<file path="src/pcd_pkg.sv">
`default_nettype none

package pcd_pkg;

  // Access kinds carried by the command field
  typedef enum logic [1:0] {
    CMD_PORT_WRITE  = 2'd0,
    CMD_PROM_NIBBLE = 2'd1,
    CMD_ROW_LOAD    = 2'd2,
    CMD_IDLE        = 2'd3
  } cmd_e;

  // Chip numbers in the high nibble of the port
  localparam logic [3:0] CHIP_SWITCH  = 4'h2;
  localparam logic [3:0] CHIP_LAMP    = 4'h3;
  localparam logic [3:0] CHIP_SOL     = 4'h4;
  localparam logic [3:0] CHIP_NVRAM   = 4'h6;
  localparam logic [3:0] CHIP_DISPLAY = 4'hd;

  // Solenoid chip control lines
  localparam logic [3:0] LINE_SOL_LAST = 4'hb;
  localparam logic [3:0] LINE_RAM_DIS  = 4'hd;
  localparam logic [3:0] LINE_RAM_WM   = 4'he;

  // Display controller commands in the high nibble of the data
  localparam logic [3:0] DISP_CMD_B = 4'hd;
  localparam logic [3:0] DISP_CMD_A = 4'he;

  // Configuration register indexes
  localparam logic [1:0] CFG_DIP_ZERO = 2'd0;
  localparam logic [1:0] CFG_DIP_ONE  = 2'd1;
  localparam logic [1:0] CFG_DIP_TWO  = 2'd2;

  localparam logic [4:0] COUNT_TOP     = 5'd16;
  localparam logic [4:0] STROBE_NONE   = 5'h1f;
  localparam int unsigned SOL_ENABLE   = 16;

  // Result beat
  typedef struct packed {
    logic [3:0]  read_value;
    logic        lamp_valid;
    logic [3:0]  lamp_address;
    logic [3:0]  lamp_value;
    logic        display_valid;
    logic [5:0]  display_position;
    logic [3:0]  display_digit;
    logic [16:0] solenoid_bits;
    logic [2:0]  switch_strobe;
    logic [9:0]  prom_address;
  } result_t;

endpackage

`default_nettype wire

</file>
<file path="src/pinball_cpu_io_port_decoder_core.sv">
`default_nettype none

// Channel   Direction  Handshake              Payload
// in        sink       in_valid_i/in_stall_o  command, port, data, row_index, row_value
// out       source     out_valid_o/out_stall_i  read_value .. prom_address
// cfg       sink       cfg_we_i               cfg_index_i, cfg_data_i
//
// One beat a cycle while the output is not stalled: an access is decoded straight
// from the input beat and the state registers into the result register, which
// drives the outputs. The NVRAM read side is a registered read that always
// tracks the current NVRAM address, so a read beat does not wait on it. Reset is
// asynchronous; NVRAM entries carry valid bits cleared at once, no sweep.
// A stalled result holds in the output register and stalls the input side.

module pinball_cpu_io_port_decoder_core #(
  parameter int unsigned NVRAM_WORDS = 256
) (
  input  wire logic        clk_i,
  input  wire logic        rst_ni,

  input  wire logic        cfg_we_i,
  input  wire logic [1:0]  cfg_index_i,
  input  wire logic [7:0]  cfg_data_i,

  input  wire logic        in_valid_i,
  output      logic        in_stall_o,
  input  wire logic [1:0]  command_i,
  input  wire logic [7:0]  port_i,
  input  wire logic [7:0]  data_i,
  input  wire logic [2:0]  row_index_i,
  input  wire logic [7:0]  row_value_i,

  output      logic        out_valid_o,
  input  wire logic        out_stall_i,
  output      logic [3:0]  read_value_o,
  output      logic        lamp_valid_o,
  output      logic [3:0]  lamp_address_o,
  output      logic [3:0]  lamp_value_o,
  output      logic        display_valid_o,
  output      logic [5:0]  display_position_o,
  output      logic [3:0]  display_digit_o,
  output      logic [16:0] solenoid_bits_o,
  output      logic [2:0]  switch_strobe_o,
  output      logic [9:0]  prom_address_o
);

  localparam int unsigned NvAw = (NVRAM_WORDS > 1) ? $clog2(NVRAM_WORDS) : 1;

  // Wrap an 8-bit NVRAM address into the store: constant table built at
  // elaboration.
  function automatic logic [256*NvAw-1:0] build_mod_tbl();
    logic [256*NvAw-1:0] t;
    t = '0;
    for (int i = 0; i < 256; i++) begin
      t[i*NvAw +: NvAw] = NvAw'(i % NVRAM_WORDS);
    end
    return t;
  endfunction

  localparam logic [256*NvAw-1:0] ModTbl = build_mod_tbl();

  // Configuration
  logic [7:0] dip0_q, dip1_q, dip2_q;

  // Architectural state
  logic [3:0]  acc_q, acc_d;
  logic [3:0]  latch_q, latch_d;
  logic [4:0]  strobe_q, strobe_d;     // two's complement, -1..11
  logic [2:0]  col_q, col_d;
  logic [9:0]  prom_q, prom_d;
  logic [16:0] sol_q, sol_d;
  logic        ram_dis_q, ram_dis_d;
  logic        ram_wm_q, ram_wm_d;
  logic [7:0]  ram_addr_q, ram_addr_d;
  logic [7:0]  rows_q [8];
  logic [7:0]  rows_d [8];
  logic [4:0]  cnt_a_q, cnt_a_d;
  logic [4:0]  cnt_b_q, cnt_b_d;

  // NVRAM and its registered read port
  logic [3:0]             nv_mem_q [NVRAM_WORDS];
  logic [NVRAM_WORDS-1:0] nv_vld_q;
  logic [3:0]             nv_rd_q;
  logic                   nv_rd_vld_q;
  logic                   nv_byp_q;
  logic [3:0]             nv_byp_data_q;
  logic                   nv_we;
  logic [NvAw-1:0]        nv_idx;
  logic [3:0]             nv_cur;

  // Output register
  logic                   out_valid_q;
  pcd_pkg::result_t       res_q, res_d;

  logic accept;

  assign in_stall_o  = out_valid_q && out_stall_i;
  assign accept      = in_valid_i && !in_stall_o;
  assign out_valid_o = out_valid_q;

  // Current NVRAM entry at the present address: bypass a write of last cycle,
  // and read zero from an entry never written.
  assign nv_cur = nv_byp_q ? nv_byp_data_q : (nv_rd_vld_q ? nv_rd_q : 4'h0);

  // Index of the next address: also the write address of a NVRAM write beat.
  assign nv_idx = ModTbl[ram_addr_d*NvAw +: NvAw];

  always_comb begin
    logic [3:0] chip;
    logic [3:0] line;
    logic       sos;
    logic       en;
    logic       rw;
    logic [2:0] grp;
    logic [7:0] row;
    logic [7:0] dip;
    logic [3:0] inv;

    chip = port_i[7:4];
    line = port_i[3:0];
    sos  = data_i[4];
    en   = data_i[3];
    rw   = data_i[6];
    grp  = 3'b111 ^ {data_i[7], data_i[5], data_i[4]};
    row  = rows_q[col_q];
    inv  = ~latch_q;

    priority if (strobe_q == 5'd0) begin
      dip = dip0_q;
    end else if (strobe_q == 5'd1) begin
      dip = dip1_q;
    end else begin
      dip = dip2_q;
    end

    acc_d      = acc_q;
    latch_d    = latch_q;
    strobe_d   = strobe_q;
    col_d      = col_q;
    prom_d     = prom_q;
    sol_d      = sol_q;
    ram_dis_d  = ram_dis_q;
    ram_wm_d   = ram_wm_q;
    ram_addr_d = ram_addr_q;
    rows_d     = rows_q;
    cnt_a_d    = cnt_a_q;
    cnt_b_d    = cnt_b_q;
    nv_we      = 1'b0;

    res_d                  = '0;

    if (accept) begin
      unique case (pcd_pkg::cmd_e'(command_i))
        pcd_pkg::CMD_PORT_WRITE: begin
          acc_d = data_i[3:0];
          unique case (chip)
            pcd_pkg::CHIP_SWITCH: begin
              priority if (line < 4'd6 && !en) begin
                col_d = line[2:0] + 3'd1;
              end else if (!sos && line[3] && col_q != 3'd0) begin
                acc_d = {~row[line[2:0]], acc_d[2:0]};
              end else begin
                col_d = 3'd0;
              end
            end
            pcd_pkg::CHIP_LAMP: begin
              if (rw) begin
                if (grp[0]) latch_d = acc_d;
                if (grp[1]) begin
                  strobe_d = (acc_d < 4'd12) ? {1'b0, acc_d} : pcd_pkg::STROBE_NONE;
                  if (!strobe_d[4] && strobe_d != 5'd0) begin
                    inv                    = ~latch_d;
                    res_d.lamp_valid       = 1'b1;
                    res_d.lamp_address     = strobe_d[3:0] - 4'd1;
                    res_d.lamp_value       = inv;
                    if (strobe_d == 5'd1) begin
                      sol_d[pcd_pkg::SOL_ENABLE] = (inv[1:0] == 2'b01);
                    end
                  end
                end
                if (grp[2]) prom_d[9:8] = acc_d[1:0];
              end else begin
                acc_d = 4'h0;
                if (!strobe_q[4] && strobe_q < 5'd3) begin
                  if (grp[0]) acc_d = acc_d ^ dip[3:0];
                  if (grp[1]) acc_d = acc_d ^ dip[7:4];
                end
                if (grp[2]) acc_d = 4'h8 ^ rows_q[7][7:4];
              end
            end
            pcd_pkg::CHIP_SOL: begin
              if (sos) begin
                priority if (line <= pcd_pkg::LINE_SOL_LAST) begin
                  sol_d[line] = !en;
                end else if (line == pcd_pkg::LINE_RAM_DIS) begin
                  ram_dis_d = en;
                end else if (line == pcd_pkg::LINE_RAM_WM) begin
                  ram_wm_d = en;
                end else begin
                  ram_wm_d = ram_wm_q;
                end
              end
            end
            pcd_pkg::CHIP_NVRAM: begin
              if (rw) begin
                if (grp[0]) ram_addr_d[3:0] = acc_d;
                if (grp[1]) ram_addr_d[7:4] = acc_d;
                nv_we = !ram_dis_q && ram_wm_q && grp[2];
              end else begin
                acc_d = (!ram_dis_q && grp[0]) ? nv_cur : 4'hf;
              end
            end
            pcd_pkg::CHIP_DISPLAY: begin
              priority if (data_i[7:4] == pcd_pkg::DISP_CMD_B) begin
                priority if (cnt_b_q >= 5'd3 && cnt_b_q <= 5'd8) begin
                  res_d.display_valid    = 1'b1;
                  res_d.display_position = {1'b0, cnt_b_q} - 6'd3;
                end else if (cnt_b_q >= 5'd11) begin
                  res_d.display_valid    = 1'b1;
                  res_d.display_position = {1'b0, cnt_b_q} - 6'd5;
                end else begin
                  res_d.display_valid    = 1'b0;
                end
                cnt_b_d = (cnt_b_q <= 5'd1) ? pcd_pkg::COUNT_TOP : cnt_b_q - 5'd1;
              end else if (data_i[7:4] == pcd_pkg::DISP_CMD_A) begin
                res_d.display_valid = 1'b1;
                priority if (cnt_a_q <= 5'd2) begin
                  res_d.display_position = {1'b0, cnt_a_q} + 6'd39;
                end else if (cnt_a_q <= 5'd8) begin
                  res_d.display_position = {1'b0, cnt_a_q} + 6'd9;
                end else if (cnt_a_q <= 5'd10) begin
                  res_d.display_position = {1'b0, cnt_a_q} + 6'd23;
                end else begin
                  res_d.display_position = {1'b0, cnt_a_q} + 6'd7;
                end
                cnt_a_d = (cnt_a_q <= 5'd1) ? pcd_pkg::COUNT_TOP : cnt_a_q - 5'd1;
              end else begin
                cnt_a_d = cnt_a_q;
              end
              if (res_d.display_valid) res_d.display_digit = acc_d;
            end
            default: begin
              acc_d = data_i[3:0];
            end
          endcase
        end
        pcd_pkg::CMD_PROM_NIBBLE: begin
          if (port_i[0]) begin
            prom_d[7:4] = ~data_i[3:0];
          end else begin
            prom_d[3:0] = ~data_i[3:0];
          end
        end
        pcd_pkg::CMD_ROW_LOAD: begin
          rows_d[row_index_i] = row_value_i;
        end
        pcd_pkg::CMD_IDLE: begin
          acc_d = acc_q;
        end
        default: begin
          acc_d = acc_q;
        end
      endcase
    end

    res_d.read_value    = acc_d;
    res_d.solenoid_bits = sol_d;
    res_d.switch_strobe = col_d;
    res_d.prom_address  = prom_d;
  end

  // Config registers and architectural state
  always_ff @(posedge clk_i or negedge rst_ni) begin
    if (!rst_ni) begin
      dip0_q     <= '0;
      dip1_q     <= '0;
      dip2_q     <= '0;
      acc_q      <= '0;
      latch_q    <= '0;
      strobe_q   <= '0;
      col_q      <= '0;
      prom_q     <= '0;
      sol_q      <= '0;
      ram_dis_q  <= 1'b0;
      ram_wm_q   <= 1'b0;
      ram_addr_q <= '0;
      rows_q     <= '{default: '0};
      cnt_a_q    <= pcd_pkg::COUNT_TOP;
      cnt_b_q    <= pcd_pkg::COUNT_TOP;
    end else begin
      if (cfg_we_i) begin
        unique case (cfg_index_i)
          pcd_pkg::CFG_DIP_ZERO: dip0_q <= cfg_data_i;
          pcd_pkg::CFG_DIP_ONE:  dip1_q <= cfg_data_i;
          pcd_pkg::CFG_DIP_TWO:  dip2_q <= cfg_data_i;
          default:               dip0_q <= dip0_q;
        endcase
      end
      acc_q      <= acc_d;
      latch_q    <= latch_d;
      strobe_q   <= strobe_d;
      col_q      <= col_d;
      prom_q     <= prom_d;
      sol_q      <= sol_d;
      ram_dis_q  <= ram_dis_d;
      ram_wm_q   <= ram_wm_d;
      ram_addr_q <= ram_addr_d;
      rows_q     <= rows_d;
      cnt_a_q    <= cnt_a_d;
      cnt_b_q    <= cnt_b_d;
    end
  end

  // NVRAM array: write at the new address, read the new address every cycle
  always_ff @(posedge clk_i) begin
    if (nv_we) begin
      nv_mem_q[nv_idx] <= acc_d;
    end
    nv_rd_q       <= nv_mem_q[nv_idx];
    nv_byp_data_q <= acc_d;
  end

  // NVRAM valid bits and read-port control
  always_ff @(posedge clk_i or negedge rst_ni) begin
    if (!rst_ni) begin
      nv_vld_q    <= '0;
      nv_rd_vld_q <= 1'b0;
      nv_byp_q    <= 1'b0;
    end else begin
      if (nv_we) begin
        nv_vld_q[nv_idx] <= 1'b1;
      end
      nv_rd_vld_q <= nv_vld_q[nv_idx];
      nv_byp_q    <= nv_we;
    end
  end

  // Result register: advance on accept, hold while stalled, drop when taken
  always_ff @(posedge clk_i or negedge rst_ni) begin
    if (!rst_ni) begin
      out_valid_q <= 1'b0;
    end else if (accept) begin
      out_valid_q <= 1'b1;
    end else if (!out_stall_i) begin
      out_valid_q <= 1'b0;
    end
  end

  always_ff @(posedge clk_i) begin
    if (accept) begin
      res_q <= res_d;
    end
  end

  assign read_value_o       = res_q.read_value;
  assign lamp_valid_o       = res_q.lamp_valid;
  assign lamp_address_o     = res_q.lamp_address;
  assign lamp_value_o       = res_q.lamp_value;
  assign display_valid_o    = res_q.display_valid;
  assign display_position_o = res_q.display_position;
  assign display_digit_o    = res_q.display_digit;
  assign solenoid_bits_o    = res_q.solenoid_bits;
  assign switch_strobe_o    = res_q.switch_strobe;
  assign prom_address_o     = res_q.prom_address;

endmodule

`default_nettype wire

</file>
<file path="config.mk">
export PLATFORM = sky130hd
export DESIGN_NAME = pinball_cpu_io_port_decoder_core
export DESIGN_NICKNAME = d
export VERILOG_FILES = /design/src/pcd_pkg.sv /design/src/pinball_cpu_io_port_decoder_core.sv
export SDC_FILE = /design/constraint.sdc
export NUM_CORES = 2
export LEC_CHECK = 0
export BUFFER_PORTS_ARGS = -buffer_cell sky130_fd_sc_hd__buf_2
export CORE_AREA = 5 5 359 361
export DETAILED_ROUTE_END_ITERATION = 6
export DIE_AREA = 0 0 364 366
export PLACE_DENSITY = 0.68
export SYNTH_ARGS = -nofsm -noshare
export SYNTH_HDL_FRONTEND = slang
export SYNTH_SLANG_ARGS = --single-unit
</file>
<file path="constraint.sdc">
create_clock -name clk_i -period 14.15 [get_ports clk_i]
set_input_delay 1.415 -clock clk_i [delete_from_list [all_inputs] [get_ports clk_i]]
set_output_delay 1.415 -clock clk_i [all_outputs]
set_load 0.02 [all_outputs]
</file>
# Word-level counts from Yosys, hierarchy flattened
# Memories as Yosys holds them, arrays and structs flattened. A register that Yosys moved wholly into a read port is not among the register bits.
# Index checks and enable logic that the tools add are counted.
# op_classes
add_sub_neg	10
order_cmp	20
n_eq_ne	17
shift	1
mux	93
bitwise_logic	12
n_reduce_logical	39
# op_table
op	n
$shiftx A2048 B12 Y8 const A	1
$or A256 B256 Y256	1
$mux W4	27
$mux W8	10
$mux W17	4
$bwmux W64	1
$mux W7	6
$bmux W8 S3	1
$demux W8 S3	1
$mux W6	4
$eq A4 B4 Y1 const B	5
$bwmux W17	1
$mux W1	17
$mux W16	1
$le A5 B4 Y1 const B	3
$mux W3	5
$mux W5	3
$reduce_and A5 Y1	3
$logic_and A1 B1 Y1	14
$pmux W4 S3	1
$reduce_and A4 Y1	3
$eq A5 B1 Y1 const B	2
$le A5 B1 Y1 const B	2
$mux W10	1
other kinds (49)	75
# word_totals
regBits	468
ram_bits	1024
inputBits	44
output_inout_bits	56
mem_count	1
# memory_table
name	words	width	rd	rd_ports_with_merged_regs	write_ports	line_no	rtl
nv_mem_q	256	4	1	1	1	pinball_cpu_io_port_decoder_core.sv:81	logic [3:0] nv_mem_q [NVRAM_WORDS];

# Depth between registers and ports, before layout
# depth
ltp_word	17
ltp_mapped	16
depth_no_buf	14

# Least setup slack after synthesis
# No wires, ideal clock.
# synth_timing
kind	input-to-reg
startpoint	in port_i[0]
endpoint	mem nv_mem_q[0][3] (data pin)
setup_time_ns	2.210
arrival_ns	13.034
required_ns	11.940
path_slack_ns	-1.094
cell_stages	6
path_cell_list	clkbuf_1 mux4_2 mux4_2 o41ai_1 a21oi_1 o21ai_0
# synth_between
elab_chain_len	8
word_cells_on_any_way	10
# synth_lines
item	line_no	rtl
from (decl)	pinball_cpu_io_port_decoder_core.sv:28	input wire logic [7:0] port_i,
$bmux W1 S3	pinball_cpu_io_port_decoder_core.sv:161	acc_d = {~row[line[2:0]], acc_d[2:0]};
$mux W1 (not written as such)	pinball_cpu_io_port_decoder_core.sv:161	
$not A1 Y1	pinball_cpu_io_port_decoder_core.sv:161	
$mux W4	pinball_cpu_io_port_decoder_core.sv:160	end else if (!sos && line[3] && col_q != 3'd0) begin
$mux W4 (*)	pinball_cpu_io_port_decoder_core.sv:158	priority if (line < 4'd6 && !en) begin
$pmux W4 S3 (*)	pinball_cpu_io_port_decoder_core.sv:156	unique case (chip)
$mux W4 (*)	pinball_cpu_io_port_decoder_core.sv:153	unique case (pcd_pkg::cmd_e'(command_i))
$mux W4 (*)	pinball_cpu_io_port_decoder_core.sv:152	if (accept) begin
named net acc_d[3]	pinball_cpu_io_port_decoder_core.sv:66	logic [3:0] acc_q, acc_d;
to (decl)	pinball_cpu_io_port_decoder_core.sv:81	
# Mark *: on every way through the listed nets, which the timed path passes. The rest lies on a longest branch. The select of a mux whose other input is x is not followed.

# Worst setup path after layout
# layout_timing
startpoint	in port_i[4]
endpoint	reg nv_rd_q[0], read port of nv_mem_q
# layout_between
elab_chain_len	5
# layout_lines
item	line_no	rtl
$eq A4 B3 Y1	pinball_cpu_io_port_decoder_core.sv:156	
$mux W8	pinball_cpu_io_port_decoder_core.sv:156	
$mux W8	pinball_cpu_io_port_decoder_core.sv:153	
$mux W8	pinball_cpu_io_port_decoder_core.sv:152	
$shiftx A2048 B12 Y8	pinball_cpu_io_port_decoder_core.sv:106	assign nv_idx = ModTbl[ram_addr_d*NvAw +: NvAw];
to (decl)	pinball_cpu_io_port_decoder_core.sv:83	logic [3:0] nv_rd_q;
# Every way passes these cells.
# A chain may end at the register's enable or synchronous reset.

==> results.cfg <==
[outcome]
outcome = finished clean

[power_and_ir_drop]
switchingPower_w = 0.00222
power.leakage_nw = 25.9
max-vdd-ir-drop_uv = 128
pwr_density_cell_nw_per_um2 = 139
seqPwrFrac = 0.516
swShare = 0.231
p_int_w = 0.00737
comb_power_share = 0.066
p_clk_frac = 0.418

[placed_design]
place_hpwl_mm = 114
gp_congestion = 0.924
place_ws_ns = 6.61
io_buffers = 99
dp.cells = 6355
place_area_um2 = 64100

[route]
wire_per_inst_um = 28.9
first_pass_iters = 6
ant_nets = 0
post_drt_via_cell_ratio = 6.41
initialDrtViolationCount = 6171
num_vias = 42600
drc = 0
finalWirelength_mm = 192

[sta]
maxSlewHeadroom = 0.0897
clock_skew_ns = 0.0255
period_share = 0.490
tightest_slew_ns = 1.33
fmax_mhz = 144
layout_setup_ws_ns = 7.21
hold_viol_final = 0
rsz0062_at_grt = no
slew_viol_final = 0
finalCriticalPeriod_ns = 6.94
tns_ns = 0
setup_viol = 0

[global_routing]
grt_pass1_vias = 40600
antenna_found_initial = 11
grt_first_pass_wirelength_mm = 281
grt_max_degree = 176
grt_usage = 0.284
grt.overflow.total = 0

[setup_path]
criticalPathCategory = in2reg
cp_max_fo = 92
crit_required_ns = 14.78
arrival_ns = 7.57
crit_path_end_kind = register
cp-start-kind = primary input

[yosys]
synthesis.nets = 4902
yosysTopAreaCell = edfxtp_1
netlist_instances = 4840
synth_edf_count = 1078
ys_types = 90
synth-seq-area-share = 0.689
avgSynthCellArea_um2 = 12.8
synthTopCellsByArea = edfxtp_1 52%, dfrtp_1 16%, nand2_1 5.0%, or2_2 2.5%, nor2_1 2.2%
ys_warn_count = 0
ys_async_sr_fraction = 0.274
syn-cell-area_um2 = 62200
synth_top_area_frac = 0.521
ys_ff_latch = 1496
synth_flop_cell = edfxtp_1

[flow_run]
cap_violations = 0

[finish]
n_fill_cell = 10100
design_area_um2 = 69000
layoutNonFillerInstCount = 6642
synthToLayoutAreaGrowth_pct = 11.1
layout_commonest_cell = edfxtp_1
layout.nets = 4922
drive_above_1_share = 0.168
most-common-layout-cells = 1078 x edfxtp_1, 813 x nand2_1, 408 x dfrtp_1, 360 x nor2_1, 248 x or2_2

[clocking]
ctsResizeCount = 0
postCtsSetupBuffers = 0
clk_latency_ns = 0.78
ctsRootBufferMaster = clkbuf_16
cts-buffers-inserted = 153
cts_buffer_depth = 3
postCtsHoldBufs = 0
clk_pin_slew_ns = 0.06
cts.sinks = 1496
cts_tree = yes
htreeDepth = 4

[floorplan]
num_io_pins = 100
dieArea_um2 = 133000
die_w_um = 364
core_um2 = 125000
rows = 130
initial_utilization = 0.497
die_h_um = 366

[hold_path]
hold_path.class = reg2reg
## worst paths after layout
kind	startpoint	end	slack (ns)	cells past startpoint
setup / recovery	port_i[4]	nv_rd_q[0]$_DFF_P_	7.21	14
hold / removal	sol_q[14]$_DFF_PN0_	sol_q[14]$_DFF_PN0_	0.37	0
setup reg to reg	out_valid_o$_DFFE_PN0P_	nv_rd_q[0]$_DFF_P_	7.83	13
hold reg to reg	sol_q[14]$_DFF_PN0_	sol_q[14]$_DFF_PN0_	0.37	0
max in group asynchronous	rst_ni	nv_vld_q[42]$_DFFE_PN0P_	11.25	3
min in group asynchronous	rst_ni	nv_vld_q[188]$_DFFE_PN0P_	0.68	1
## cell type report
class,instances,area [um2],share of cell area
Timing Repair Buffer,183,1230,0.0179
Sequential cell,1496,42800,0.620
Multi-Input combinational cell,2996,17800,0.258
Inverter,30,136,0.00198
Tap cell,1650,2060,0.0299
Clock buffer,230,4460,0.0645
Clock inverter,50,497,0.00720
Antenna cell,7,17.5,0.000254
## state kept, by name (all words and copies together) (netlist names), 4 cells and up
signal	count
nv_mem_q	1024
nv_vld_q	256
rows_q	64
sol_q	17
solenoid_bits_o	17
prom_address_o	10
prom_q	10
dip0_q	8
dip1_q	8
dip2_q	8
ram_addr_q	8
display_position_o	6
cnt_a_q	5
cnt_b_q	5
strobe_q	5
acc_q	4
display_digit_o	4
lamp_address_o	4
lamp_value_o	4
latch_q	4
nv_byp_data_q	4
nv_rd_q	4
read_value_o	4
## cells in the mapped netlist (102+ instances only)
master,instances
a211oi_1,171
edfxtp_1,1078
buf_2,123
mux2_2,102
nand3_1,158
clkbuf_1,125
and3_1,158
or2_2,248
nor2_1,365
a21oi_1,192
mux2i_1,119
dfrtp_1,408
nand2_1,827
## kinds of logic (layout without fill, tap and decap cells)
family / count (synthesis) / in the layout / share of synthesized area
compound gates: 805 / 805 / 0.0902
simple gates: 1918 / 1918 / 0.143
flops: 1496 / 1496 / 0.689
xor+xnor: 13 / 13 / 0.00183
fa+ha+maj: 18 / 18 / 0.00374
buf+inv: 348 / 493 / 0.0273
mux: 242 / 242 / 0.0453
other cells: 0 / 7 / 0
## power groups by stage
stage	clock, W	sequential (W)	combinational, W
2_1_floorplan	0	0.00513	0.000333
3_3_place_gp	0	0.00503	0.000614
3_5_place_dp	0	0.00503	0.000627
4_1_cts	0.00404	0.00494	0.000629
5_1_grt	0.00422	0.00495	0.000669
6_report	0.00401	0.00494	0.000634
## critical path: stages
cell and delay [ns]:
buf_2 0.18, nand4bb_2 0.51, o41a_1 0.53, nor2_4 0.32, inv_6 0.26, buf_12 0.36
nor2_4 0.46, buf_4 0.35, buf_4 0.67, a221oi_1 0.36, nor4b_1 1.02, o21ai_0 0.62
o21ai_0 0.30, nand4_1 0.11
## per-layer routing
metal | up-vias | track usage | part of all wire
li1 | 17900 | - | -
met1 | 21200 | 0.394 | 0.38
met2 | 2900 | 0.413 | 0.43
met3 | 535 | 0.0865 | 0.13
met4 | 6 | 0.132 | 0.053
met5 | - | 0 | 0.00019
## metrics by stage
stage	utilization	total power, W	hold WS, ns
2_1_floorplan	-	0.00547	0.424
3_3_place_gp	0.512	0.00564	0.360
3_5_place_dp	0.512	0.00566	0.364
4_1_cts	0.552	0.00960	0.377
5_1_grt	0.552	0.00984	0.384
6_report	0.552	0.00958	0.372
Note: power is estimated with default switching activity, not from simulation.
